### config.mk
export PLATFORM = sky130hd
export DESIGN_NAME = priority_message_queue
export DESIGN_NICKNAME = d
export VERILOG_FILES = /design/src/design/pmq_pkg.sv /design/src/design/pmq_ram.sv /design/src/design/pmq_ctrl.sv /design/src/design/priority_message_queue.sv
export SDC_FILE = /design/constraint.sdc
export NUM_CORES = 2
export LEC_CHECK = 0
export BUFFER_PORTS_ARGS = -buffer_cell sky130_fd_sc_hd__buf_2
export CORE_UTILIZATION = 62
export DETAILED_ROUTE_END_ITERATION = 12
export PLACE_DENSITY = 0.81
export SLEW_MARGIN = 15
export SYNTH_ARGS = -nofsm -noshare
export SYNTH_HDL_FRONTEND = slang
export SYNTH_HIERARCHICAL = 1
export SYNTH_SLANG_ARGS = --single-unit
### constraint.sdc
create_clock -name clk -period 12.7 [get_ports clk]
set_input_delay 1.27 -clock clk [delete_from_list [all_inputs] [get_ports clk]]
set_output_delay 1.27 -clock clk [all_outputs]
set_load 0.01 [all_outputs]
### src/design/pmq_pkg.sv
package pmq_pkg;

    // Built size of the queue and the default size limit.
    localparam int QUEUE_DEPTH      = 16;
    localparam int DEFAULT_MSG_SIZE = 1024;

    // Widths; AW, AW1 and CNT_W are derived from the depth.
    localparam int AW       = (QUEUE_DEPTH > 1) ? $clog2(QUEUE_DEPTH) : 1;
    localparam int AW1      = AW + 1;
    localparam int CNT_W    = $clog2(QUEUE_DEPTH + 1);
    localparam int FILL_W   = 5;
    localparam int PRIO_W   = 16;
    localparam int SIZE_W   = 16;
    localparam int WORD_W   = 32;
    localparam int MLIM_W   = 5;
    localparam int CFG_W    = 16;
    localparam int CFG_IDX_W = 1;

    // Operation codes.
    localparam logic MODE_SEND = 1'b0;
    localparam logic MODE_RECV = 1'b1;

    // Result status codes.
    localparam logic [1:0] STATUS_DONE   = 2'd0;
    localparam logic [1:0] STATUS_REJECT = 2'd1;
    localparam logic [1:0] STATUS_EMPTY  = 2'd2;

    // Configuration register indexes.
    localparam logic [CFG_IDX_W-1:0] REG_MSG_LIMIT  = 1'd0;
    localparam logic [CFG_IDX_W-1:0] REG_SIZE_LIMIT = 1'd1;

    // One stored message.
    typedef struct packed {
        logic [PRIO_W-1:0] prio;
        logic [SIZE_W-1:0] size;
        logic [WORD_W-1:0] word;
    } entry_t;

    localparam int ENTRY_W = $bits(entry_t);

    // Effective limits after the zero-selects-default rules.
    typedef struct packed {
        logic [CNT_W-1:0]  msg_limit;
        logic [SIZE_W-1:0] size_limit;
    } limits_t;

    // Controller states.
    typedef enum logic [1:0] {
        ST_IDLE,
        ST_INS_WALK,
        ST_INS_PUT,
        ST_POP
    } state_t;

endpackage

### src/design/pmq_ram.sv
module pmq_ram #(
    parameter int WIDTH = 64,
    parameter int DEPTH = 16
) (
    input  logic                                      clk,
    input  logic                                      wr_en,
    input  logic [((DEPTH > 1) ? $clog2(DEPTH) : 1)-1:0] wr_addr,
    input  logic [WIDTH-1:0]                          wr_data,
    input  logic                                      rd_en,
    input  logic [((DEPTH > 1) ? $clog2(DEPTH) : 1)-1:0] rd_addr,
    output logic [WIDTH-1:0]                          rd_data
);

    logic [WIDTH-1:0] mem [DEPTH];
    logic [WIDTH-1:0] rd_data_reg;

    // One write port and one registered read port.
    always_ff @(posedge clk)
    begin
        if (wr_en)
        begin
            mem[wr_addr] <= wr_data;
        end
        if (rd_en)
        begin
            rd_data_reg <= mem[rd_addr];
        end
    end

    assign rd_data = rd_data_reg;

endmodule

### src/design/pmq_ctrl.sv
module pmq_ctrl
    import pmq_pkg::*;
(
    input  logic               clk,
    input  logic               rst_n,
    input  limits_t            lim,
    input  logic               start,
    input  logic               mode,
    input  logic [PRIO_W-1:0]  priority_req,
    input  logic [SIZE_W-1:0]  msg_size,
    input  logic [WORD_W-1:0]  payload,
    output logic               busy,
    output logic               done,
    output logic [1:0]         status,
    output logic [PRIO_W-1:0]  out_priority,
    output logic [SIZE_W-1:0]  out_size,
    output logic [WORD_W-1:0]  out_payload,
    output logic [FILL_W-1:0]  fill,
    output logic               ram_wr_en,
    output logic [AW-1:0]      ram_wr_addr,
    output entry_t             ram_wr_data,
    output logic               ram_rd_en,
    output logic [AW-1:0]      ram_rd_addr,
    input  entry_t             ram_rd_data
);

    state_t              state_reg, state_next;
    logic [CNT_W-1:0]    held_reg, held_next;
    logic [AW-1:0]       head_reg, head_next;
    logic [AW-1:0]       idx_reg, idx_next;
    entry_t              new_reg, new_next;
    logic                done_reg, done_next;
    logic [1:0]          status_reg, status_next;
    entry_t              res_reg, res_next;
    logic [FILL_W-1:0]   fill_reg, fill_next;

    logic                accept;
    logic                send_ok;
    logic                walk_shift;
    entry_t              in_entry;

    // Logical queue position to memory address on the circular buffer.
    function automatic logic [AW-1:0] phys(input logic [AW-1:0] head,
                                           input logic [AW-1:0] pos);
        logic [AW1-1:0] sum;
        sum = {1'b0, head} + {1'b0, pos};
        if (sum >= AW1'(QUEUE_DEPTH))
        begin
            sum = sum - AW1'(QUEUE_DEPTH);
        end
        return sum[AW-1:0];
    endfunction

    assign accept     = start && (state_reg == ST_IDLE);
    assign send_ok    = (held_reg < lim.msg_limit) && (msg_size <= lim.size_limit);
    assign walk_shift = ram_rd_data.prio < new_reg.prio;
    assign in_entry   = '{prio: priority_req, size: msg_size, word: payload};

    // Next state.
    always_comb
    begin
        state_next = state_reg;
        case (state_reg)
            ST_IDLE:
            begin
                if (accept && held_reg != '0)
                begin
                    if (mode == MODE_RECV)
                    begin
                        state_next = ST_POP;
                    end
                    else if (send_ok)
                    begin
                        state_next = ST_INS_WALK;
                    end
                end
            end
            ST_INS_WALK:
            begin
                if (!walk_shift)
                begin
                    state_next = ST_IDLE;
                end
                else if (idx_reg == '0)
                begin
                    state_next = ST_INS_PUT;
                end
            end
            ST_INS_PUT:
            begin
                state_next = ST_IDLE;
            end
            ST_POP:
            begin
                state_next = ST_IDLE;
            end
            default:
            begin
                state_next = ST_IDLE;
            end
        endcase
    end

    // Memory accesses, queue bookkeeping and the result.
    always_comb
    begin
        held_next   = held_reg;
        head_next   = head_reg;
        idx_next    = idx_reg;
        new_next    = new_reg;
        done_next   = 1'b0;
        status_next = status_reg;
        res_next    = res_reg;
        fill_next   = fill_reg;
        ram_wr_en   = 1'b0;
        ram_wr_addr = phys(head_reg, idx_reg);
        ram_wr_data = new_reg;
        ram_rd_en   = 1'b0;
        ram_rd_addr = head_reg;
        case (state_reg)
            ST_IDLE:
            begin
                if (accept)
                begin
                    new_next = in_entry;
                    res_next = '0;
                    if (mode == MODE_SEND)
                    begin
                        if (!send_ok)
                        begin
                            done_next   = 1'b1;
                            status_next = STATUS_REJECT;
                            fill_next   = FILL_W'(held_reg);
                        end
                        else if (held_reg == '0)
                        begin
                            // Empty queue: the new message becomes the head.
                            ram_wr_en   = 1'b1;
                            ram_wr_addr = head_reg;
                            ram_wr_data = in_entry;
                            held_next   = held_reg + CNT_W'(1);
                            done_next   = 1'b1;
                            status_next = STATUS_DONE;
                            fill_next   = FILL_W'(held_reg + CNT_W'(1));
                        end
                        else
                        begin
                            // Start the walk at the tail.
                            idx_next    = AW'(held_reg - CNT_W'(1));
                            ram_rd_en   = 1'b1;
                            ram_rd_addr = phys(head_reg, AW'(held_reg - CNT_W'(1)));
                        end
                    end
                    else
                    begin
                        if (held_reg == '0)
                        begin
                            done_next   = 1'b1;
                            status_next = STATUS_EMPTY;
                            fill_next   = '0;
                        end
                        else
                        begin
                            ram_rd_en   = 1'b1;
                            ram_rd_addr = head_reg;
                        end
                    end
                end
            end
            ST_INS_WALK:
            begin
                ram_wr_en   = 1'b1;
                ram_wr_addr = phys(head_reg, idx_reg + AW'(1));
                if (walk_shift)
                begin
                    // Lower priority: move it one place back and look further ahead.
                    ram_wr_data = ram_rd_data;
                    if (idx_reg != '0)
                    begin
                        idx_next    = idx_reg - AW'(1);
                        ram_rd_en   = 1'b1;
                        ram_rd_addr = phys(head_reg, idx_reg - AW'(1));
                    end
                end
                else
                begin
                    // Equal or higher priority ahead: insert right behind it.
                    ram_wr_data = new_reg;
                    held_next   = held_reg + CNT_W'(1);
                    done_next   = 1'b1;
                    status_next = STATUS_DONE;
                    fill_next   = FILL_W'(held_reg + CNT_W'(1));
                end
            end
            ST_INS_PUT:
            begin
                // Every held entry moved back: the new message is the head.
                ram_wr_en   = 1'b1;
                ram_wr_addr = head_reg;
                ram_wr_data = new_reg;
                held_next   = held_reg + CNT_W'(1);
                done_next   = 1'b1;
                status_next = STATUS_DONE;
                fill_next   = FILL_W'(held_reg + CNT_W'(1));
            end
            ST_POP:
            begin
                res_next    = ram_rd_data;
                head_next   = phys(head_reg, AW'(1));
                held_next   = held_reg - CNT_W'(1);
                done_next   = 1'b1;
                status_next = STATUS_DONE;
                fill_next   = FILL_W'(held_reg - CNT_W'(1));
            end
            default:
            begin
                done_next = 1'b0;
            end
        endcase
    end

    // Control registers.
    always_ff @(posedge clk or negedge rst_n)
    begin
        if (!rst_n)
        begin
            state_reg <= ST_IDLE;
            held_reg  <= '0;
            head_reg  <= '0;
            idx_reg   <= '0;
            done_reg  <= 1'b0;
        end
        else
        begin
            state_reg <= state_next;
            held_reg  <= held_next;
            head_reg  <= head_next;
            idx_reg   <= idx_next;
            done_reg  <= done_next;
        end
    end

    // Payload registers.
    always_ff @(posedge clk)
    begin
        new_reg    <= new_next;
        status_reg <= status_next;
        res_reg    <= res_next;
        fill_reg   <= fill_next;
    end

    assign busy         = (state_reg != ST_IDLE);
    assign done         = done_reg;
    assign status       = status_reg;
    assign out_priority = res_reg.prio;
    assign out_size     = res_reg.size;
    assign out_payload  = res_reg.word;
    assign fill         = fill_reg;

endmodule

### src/design/priority_message_queue.sv
// Steps to the done strobe: a refused send, an empty receive or a send into an empty queue
// finish straight from idle; a receive passes through ST_POP; a send into a non-empty
// queue walks from the tail in ST_INS_WALK past each lower-priority entry and ends there
// or in ST_INS_PUT. One transaction at a time, the next is taken at the edge that ends done.
// Reset (rst_n low, asynchronous) empties the queue and clears both limits to their defaults.
// Results are shown for one cycle with done high; the receiver cannot stall them.
module priority_message_queue
    import pmq_pkg::*;
(
    input  logic                 clk,
    input  logic                 rst_n,
    input  logic                 cfg_we,
    input  logic [CFG_IDX_W-1:0] cfg_index,
    input  logic [CFG_W-1:0]     cfg_data,
    input  logic                 start,
    output logic                 busy,
    input  logic                 mode,
    input  logic [PRIO_W-1:0]    priority_req,
    input  logic [SIZE_W-1:0]    msg_size,
    input  logic [WORD_W-1:0]    payload,
    output logic                 done,
    output logic [1:0]           status,
    output logic [PRIO_W-1:0]    out_priority,
    output logic [SIZE_W-1:0]    out_size,
    output logic [WORD_W-1:0]    out_payload,
    output logic [FILL_W-1:0]    fill
);

    logic [MLIM_W-1:0] msg_limit_reg, msg_limit_next;
    logic [SIZE_W-1:0] size_limit_reg, size_limit_next;
    limits_t           lim;
    logic              lim_full_depth;

    logic              ram_wr_en;
    logic [AW-1:0]     ram_wr_addr;
    entry_t            ram_wr_data;
    logic              ram_rd_en;
    logic [AW-1:0]     ram_rd_addr;
    entry_t            ram_rd_data;

    // Configuration register writes.
    always_comb
    begin
        msg_limit_next  = msg_limit_reg;
        size_limit_next = size_limit_reg;
        if (cfg_we)
        begin
            case (cfg_index)
                REG_MSG_LIMIT:  msg_limit_next  = cfg_data[MLIM_W-1:0];
                REG_SIZE_LIMIT: size_limit_next = cfg_data[SIZE_W-1:0];
                default:        msg_limit_next  = msg_limit_reg;
            endcase
        end
    end

    always_ff @(posedge clk or negedge rst_n)
    begin
        if (!rst_n)
        begin
            msg_limit_reg  <= '0;
            size_limit_reg <= '0;
        end
        else
        begin
            msg_limit_reg  <= msg_limit_next;
            size_limit_reg <= size_limit_next;
        end
    end

    // Effective limits: zero picks the default, the count limit saturates at the depth.
    assign lim_full_depth = (msg_limit_reg == '0) || (32'(msg_limit_reg) > QUEUE_DEPTH);
    assign lim.msg_limit  = lim_full_depth ? CNT_W'(QUEUE_DEPTH) : CNT_W'(msg_limit_reg);
    assign lim.size_limit = (size_limit_reg == '0) ? SIZE_W'(DEFAULT_MSG_SIZE)
                                                   : size_limit_reg;

    pmq_ctrl u_ctrl (
        .clk          (clk),
        .rst_n        (rst_n),
        .lim          (lim),
        .start        (start),
        .mode         (mode),
        .priority_req (priority_req),
        .msg_size     (msg_size),
        .payload      (payload),
        .busy         (busy),
        .done         (done),
        .status       (status),
        .out_priority (out_priority),
        .out_size     (out_size),
        .out_payload  (out_payload),
        .fill         (fill),
        .ram_wr_en    (ram_wr_en),
        .ram_wr_addr  (ram_wr_addr),
        .ram_wr_data  (ram_wr_data),
        .ram_rd_en    (ram_rd_en),
        .ram_rd_addr  (ram_rd_addr),
        .ram_rd_data  (ram_rd_data)
    );

    pmq_ram #(
        .WIDTH (ENTRY_W),
        .DEPTH (QUEUE_DEPTH)
    ) u_entries (
        .clk     (clk),
        .wr_en   (ram_wr_en),
        .wr_addr (ram_wr_addr),
        .wr_data (ram_wr_data),
        .rd_en   (ram_rd_en),
        .rd_addr (ram_rd_addr),
        .rd_data (ram_rd_data)
    );

endmodule

Word-level counts from Yosys, hierarchy flattened
Memories as Yosys holds them, arrays and structs flattened. A register that Yosys moved wholly into a read port is not among the register bits.
Cells that the tools add are included.
{"block": "word_totals", "ramBits": 1024, "rom_bits": 0, "latch_bits": 0, "mem_count": 1, "regBits": 172}
{"block": "classes", "n_bitwise": 1, "reduce_logical": 24, "eq_ne": 16, "n_mul": 0, "muxes": 77, "add_sub_neg": 14, "div_mod_pow": 0, "order_cmp": 9, "n_shift": 0}
{"memory": "u_entries.mem", "depth": 16, "width": 64, "read_ports": 1, "rd_ports_with_merged_regs": 1, "write_ports": 1, "line_no": "pmq_ram.sv:14", "source": "logic [WIDTH-1:0] mem [DEPTH];"}
{"op": "64-bit two-way mux", "n": 6}
{"op": "64-bit case mux with 2 select lines", "n": 2}
{"op": "4-bit two-way mux", "n": 21}
{"op": "5-bit two-way mux", "n": 10}
{"op": "5-bit case mux with 4 select lines", "n": 2}
{"op": "5-bit >= comparator, second input constant", "n": 5}
{"op": "4-bit by 1-bit subtractor with 4-bit output, second input constant", "n": 6}
{"op": "2-bit two-way mux", "n": 11}
{"op": "4-bit by 4-bit adder with 5-bit output", "n": 4}
{"op": "16-bit less-or-equal comparator", "n": 1}
{"op": "16-bit logical NOT", "n": 1}
{"op": "16-bit < comparator", "n": 1}
{"op": "1-bit two-way mux", "n": 16}
{"op": "16-bit two-way mux", "n": 1}
{"op": "4-bit case mux with 2 select lines", "n": 2}
{"op": "2-bit case mux with 3 select lines", "n": 2}
{"op": "4-bit case mux with 3 select lines", "n": 1}
{"op": "5-bit logical NOT", "n": 2}
{"op": "2-bit inequality test, second input constant", "n": 5}
{"op": "3-bit inequality test, second input constant", "n": 3}
{"op": "2-bit by 1-bit inequality test with 1-bit output, second input constant", "n": 4}
{"op": "2-bit AND reduction", "n": 4}
{"op": "7-bit AND reduction", "n": 1}
{"op": "2-bit nonzero test", "n": 3}
{"op": "other kinds (22)", "n": 27}

Depth between registers and ports, before layout
{"block": "logic_depth", "word_depth": 11, "mapped_depth": 18}

Modules after synthesis
Netlist, hierarchy kept.
{"mod": "pmq_ram", "n_inst": 1, "cells_each": 1647, "seq_area_each_um2": 32671.3, "area_each_um2": 40223.6}
{"mod": "pmq_ctrl", "n_inst": 1, "cells_each": 724, "seq_area_each_um2": 4454.3, "area_each_um2": 8434.3}
{"mod": "priority_message_queue", "n_inst": 1, "cells_each": 73, "seq_area_each_um2": 525.5, "area_each_um2": 928.4}

Worst setup path before layout
Ideal clock, no wire load.
{"block": "synth_timing", "path_kind": "input -> register", "from": "input start", "to": "memory u_entries.mem[0][0], enable pin", "setup_slack_ps": 3454, "stages": 9, "setup_ps": 565, "arrival_time_ps": 8681, "path_cell_list": "and2_1 > nand2_1 > nor3_2 > buf_6 > buf_2 > nor2_1 > nor2_1 > or3b_2 > nor3_1"}
{"block": "synth_via", "elab_chain_len": 5}
{"element": "from (decl)", "line_no": "priority_message_queue.sv:15", "source": "input logic start,"}
{"element": "1-bit logical AND", "line_no": "pmq_ctrl.sv:54", "source": "assign accept = start && (state_reg == ST_IDLE);"}
{"element": "1-bit two-way mux", "line_no": "pmq_ctrl.sv:123", "source": "if (accept)"}
{"element": "1-bit case mux with 2 select lines", "line_no": "pmq_ctrl.sv:120", "source": "case (state_reg)"}
{"element": "net ram_wr_en", "line_no": "priority_message_queue.sv:34", "source": "logic ram_wr_en;"}
{"element": "1-bit two-way mux", "line_no": "pmq_ram.sv:20", "source": "if (wr_en)"}
{"element": "1-bit two-way mux (not written as such)", "line_no": "pmq_ram.sv:22", "source": "mem[wr_addr] <= wr_data;"}
{"element": "to (decl)", "line_no": "pmq_ram.sv:14"}
The timed path passes the listed nets, and every way through them passes these cells.

==> impl_metrics.csv <==
group,metric,value,unit
clock_tree,clk_transition_reported_paths,0.06,ns
drt,post_drt_via_cell_ratio,7.09,
yosys,synth_top_area_cell,"sky130_fd_sc_hd__edfxtp_1",
worst_setup_path,crit_path_max_incr_delay,0.83,ns
global_routing,antenna_violations_before_repair,5,
yosys,synth_compound_area_share,4.65,%
yosys,postSynthCellCount,2444,
power,pwr_density_cell,317,nW/um^2
clock_tree,clock_tree_from_tritoncts,"yes",
timing,period_needed,6.78,ns
global_routing,global_route_wire_length_before_repair,187,mm
floorplanning,die_height,285,um
worst_setup_path,worst_flop_to_flop_path_endpoint,"u_entries/rd_data[16]$_DFFE_PP_",
yosys,syn-cell-area,49600,um^2
clock_tree,cts_repair_resize_count,0,
yosys,async_reset_ff_share,2.94,%
timing,fin_hold_ws,0.520,ns
global_routing,grt_util_all_layers,32.2,%
yosys,syn_avg_cell_area,20.3,um^2
timing,setup_ws,5.92,ns
flow_run,cap_violations,0,
power,power.ir.vdd_worst,0.474,mV
timing,finalMaxSlewViolations,0,
worst_setup_path,critical_path_fanout_max,44,
worst_setup_path,worstPathCellList,"nor4_1, a41o_1, inv_1, ha_1, nand2_1, or4_1, a21o_1, a31oi_4, nor3_1, mux2i_1, o21ai_4, buf_4, buf_4, mux4_2, a22oi_1, nand2_1",
placement,hpwlAfterDp,62.4,mm
placement,preCtsSetupSlack,5.57,ns
drt,drt_first_iter_violations,4084,
clock_tree,cts-root-buf,"sky130_fd_sc_hd__clkbuf_16",
global_routing,grt_pass1_vias,27900,
timing,grt_setup_unrepaired,"false",
yosys,synth_most_common_cell,"sky130_fd_sc_hd__edfxtp_1",
finish,largest_register_ff_count,1024,
clock_tree,htreeDepth,3,
floorplanning,initial_utilization,62.8,%
clock_tree,cts_inserted_buffers,116,
worst_setup_path,critical_path_buf_inv_count,3,
yosys,synth_common_cells,"sky130_fd_sc_hd__edfxtp_1 (1,223), sky130_fd_sc_hd__mux4_2 (256), sky130_fd_sc_hd__a22oi_1 (132)",
yosys,number_of_synthesized_flops_with_an_enable_pin,1223,
timing,worst-slew-pin-transition,1.41,ns
worst_setup_path,critPathArrivalTime,7.20,ns
floorplanning,fp.dieW,285,um
global_routing,grtUsageMet1,41.9,%
timing,finalSetupViolCount,0,
power,total_leakage_power,18.5,nW
drt,drt_drc_violations_left,0,
worst_setup_path,crit_required,13.12,ns
timing,worst_clock_skew,0.0296,ns
floorplanning,fp.dieArea,81100,um^2
timing,finalHoldViolations,0,
drt,detail_route.first_pass.iterations,8,
yosys,synth.yosys.seq_area_share,75.9,%
worst_setup_path,startpoint_of_the_worst_register_to_register_path,"size_limit_reg[8]$_DFFE_PN0P_",
clock_tree,cts_sinks,1260,
worst_setup_path,setup.worst_path.end,"u_entries/rd_data[16]$_DFFE_PP_",
yosys,yosysWarningCount,6,
yosys,post-synth-top-area-fraction,74.1,%
clock_tree,cts.hold.buffers_added,0,
worst_setup_path,critical_path.slowest_cell,"sky130_fd_sc_hd__buf_4",
timing,layout_worst_path_cycle_share,53.4,%
global_routing,layer_with_the_highest_usage,"met2",
global_routing,grt.met3_usage,6.41,%
timing,totalNegativeSetupSlack,0,ns
global_routing,globalRoute.totalOverflow,0,
worst_setup_path,cell_depth_of_the_worst_flop_to_flop_path,16,
global_routing,globalRouteMet2Util,53.1,%
timing,relSlewSlack,6.03,%
yosys,mappedNetlistNets,2591,
placement,port_buffers,158,
clock_tree,clk_latency,0.69,ns
clock_tree,number_of_buffers_inserted_to_repair_setup_after_cts,0,
worst_setup_path,timing_worst_setup_path_type,"register to register",
worst_setup_path,critical_path.startpoint_type,"register",
yosys,largest_family_of_logic_cells_by_synthesized_area,"multiplexers",
worst_setup_path,worst-r2r-setup-slack,5.92,ns
drt,routed_antenna_nets,0,
timing,timing.fmax,0.147,GHz
min_path,hold_path.class,"register to register",
yosys,synth.mux.area_fraction,12.2,%
finish,fraction_of_final_layout_cells_with_drive_strength_greater_than_1,26.0,%
finish,synthToLayoutAreaGrowth,11.6,%
run_status,outcome,"finished, final reports clean",
floorplanning,fp-row-count,103,
yosys,yosys.area_share.adder,1.60,%
floorplanning,design.portCount,159,
floorplanning,coreArea,79000,um^2
clock_tree,cts-root-to-sink-buffers,3,
drt,dr_total_vias,26700,
worst_setup_path,worstSetupStartpoint,"size_limit_reg[8]$_DFFE_PN0P_",
global_routing,grt_start_max_net_pins,185,
worst_setup_path,timing.critical_path.to_type,"register",
finish,layout.nets,2768,
drt,postRouteWirelength,129,mm
drt,routedWlPerCell,34.1,um
yosys,synth_simple_gate_area_share,2.67,%
yosys,synth.area.top_cells,"sky130_fd_sc_hd__edfxtp_1 (74%), sky130_fd_sc_hd__mux4_2 (12%), sky130_fd_sc_hd__a22oi_1 (2.0%)",
worst_setup_path,critPathTopFamily,"compound AO/OA/AOI/OAI gates",
worst_setup_path,worst-path-stages,16,
yosys,dominantRegCellSynth,"sky130_fd_sc_hd__edfxtp_1",
yosys,synth_cell_type_count,67,
yosys,yosys.area_share.xor_xnor,0.459,%
yosys,synth-seq-cells,1260,
placement,gp_congestion,0.842,
## report_power, final
| part | switching [mW] | leakage [nW] | internal, mW |
|---|---|---|---|
| sequential | 0.459 | 11.6 | 6.61 |
| clock | 1.53 | 1.87 | 1.99 |
| combinational | 4.38 | 5.02 | 2.59 |
## cell usage in the layout, fill, tap and decap left out, drive strengths merged, types with 7 or more instances in the layout
cell type	count
mux4	256
a222oi	64
a21oi	22
a22oi	132
buf	204
nor2	32
clkinv	54
clkbuf	133
bufinv	14
nor3	15
o21ai	17
dfrtp	37
edfxtp	1223
ha	57
clkinvlp	7
xnor2	15
nand3	9
nor2b	9
and2	69
nand4	8
a21o	7
xor2	11
inv	124
mux2	22
nand2	90
nor4	7
## how the worst min path moves through the flow
stage                                      to                      startpoint  slack (ns)  cells past startpoint
3_3_place_gp     msg_limit_reg[4]$_DFFE_PN0P_    msg_limit_reg[4]$_DFFE_PN0P_        0.49                      1
5_1_grt        size_limit_reg[10]$_DFFE_PN0P_  size_limit_reg[10]$_DFFE_PN0P_        0.56                      1
6_report         msg_limit_reg[3]$_DFFE_PN0P_    msg_limit_reg[3]$_DFFE_PN0P_        0.52                      1
2_1_floorplan    msg_limit_reg[4]$_DFFE_PN0P_    msg_limit_reg[4]$_DFFE_PN0P_        0.48                      1
4_1_cts          msg_limit_reg[3]$_DFFE_PN0P_    msg_limit_reg[3]$_DFFE_PN0P_        0.53                      1
3_5_place_dp   size_limit_reg[10]$_DFFE_PN0P_  size_limit_reg[10]$_DFFE_PN0P_        0.51                      1
## layout make-up
cell class	count	area [um^2]
inverters	120	450
diodes	1	2.50
flip-flops and latches	1260	37700
well taps	1050	1310
repair buffers	204	1160
clock inverters	79	792
multi-input cells	919	10900
clock buffers	133	3020
fillers	4366	23700
## kinds of logic (layout without fill, tap and decap cells)
logic type | Yosys count | count (layout)
xor gates and xnor gates | 26 | 26
AOI/OAI and AO/OA | 290 | 290
adders and majority gates | 61 | 61
muxes | 284 | 284
DFF | 1260 | 1260
buffers and inverters | 265 | 536
and+or+nand+nor | 258 | 258
other | 0 | 1
## stage by stage
step,cell area (um^2),util [%],cells,power (mW)
2_1_floorplan,49600,-,2444,11.7
3_3_place_gp,51500,65.2,3553,13.4
3_5_place_dp,51500,65.2,3553,13.8
4_1_cts,55300,70.0,3765,17.5
5_1_grt,55300,70.0,3765,18.1
6_report,55300,70.0,3766,17.6
## per-layer routing
metal	share of wire (%)	routed length, um	vias up
li1	-	-	10400
met1	33	42200	13600
met2	50	64700	2248
met3	12	15400	460
met4	4.8	6220	12
met5	0.055	71	-
No activity file was read; power rests on OpenSTA's default activity.
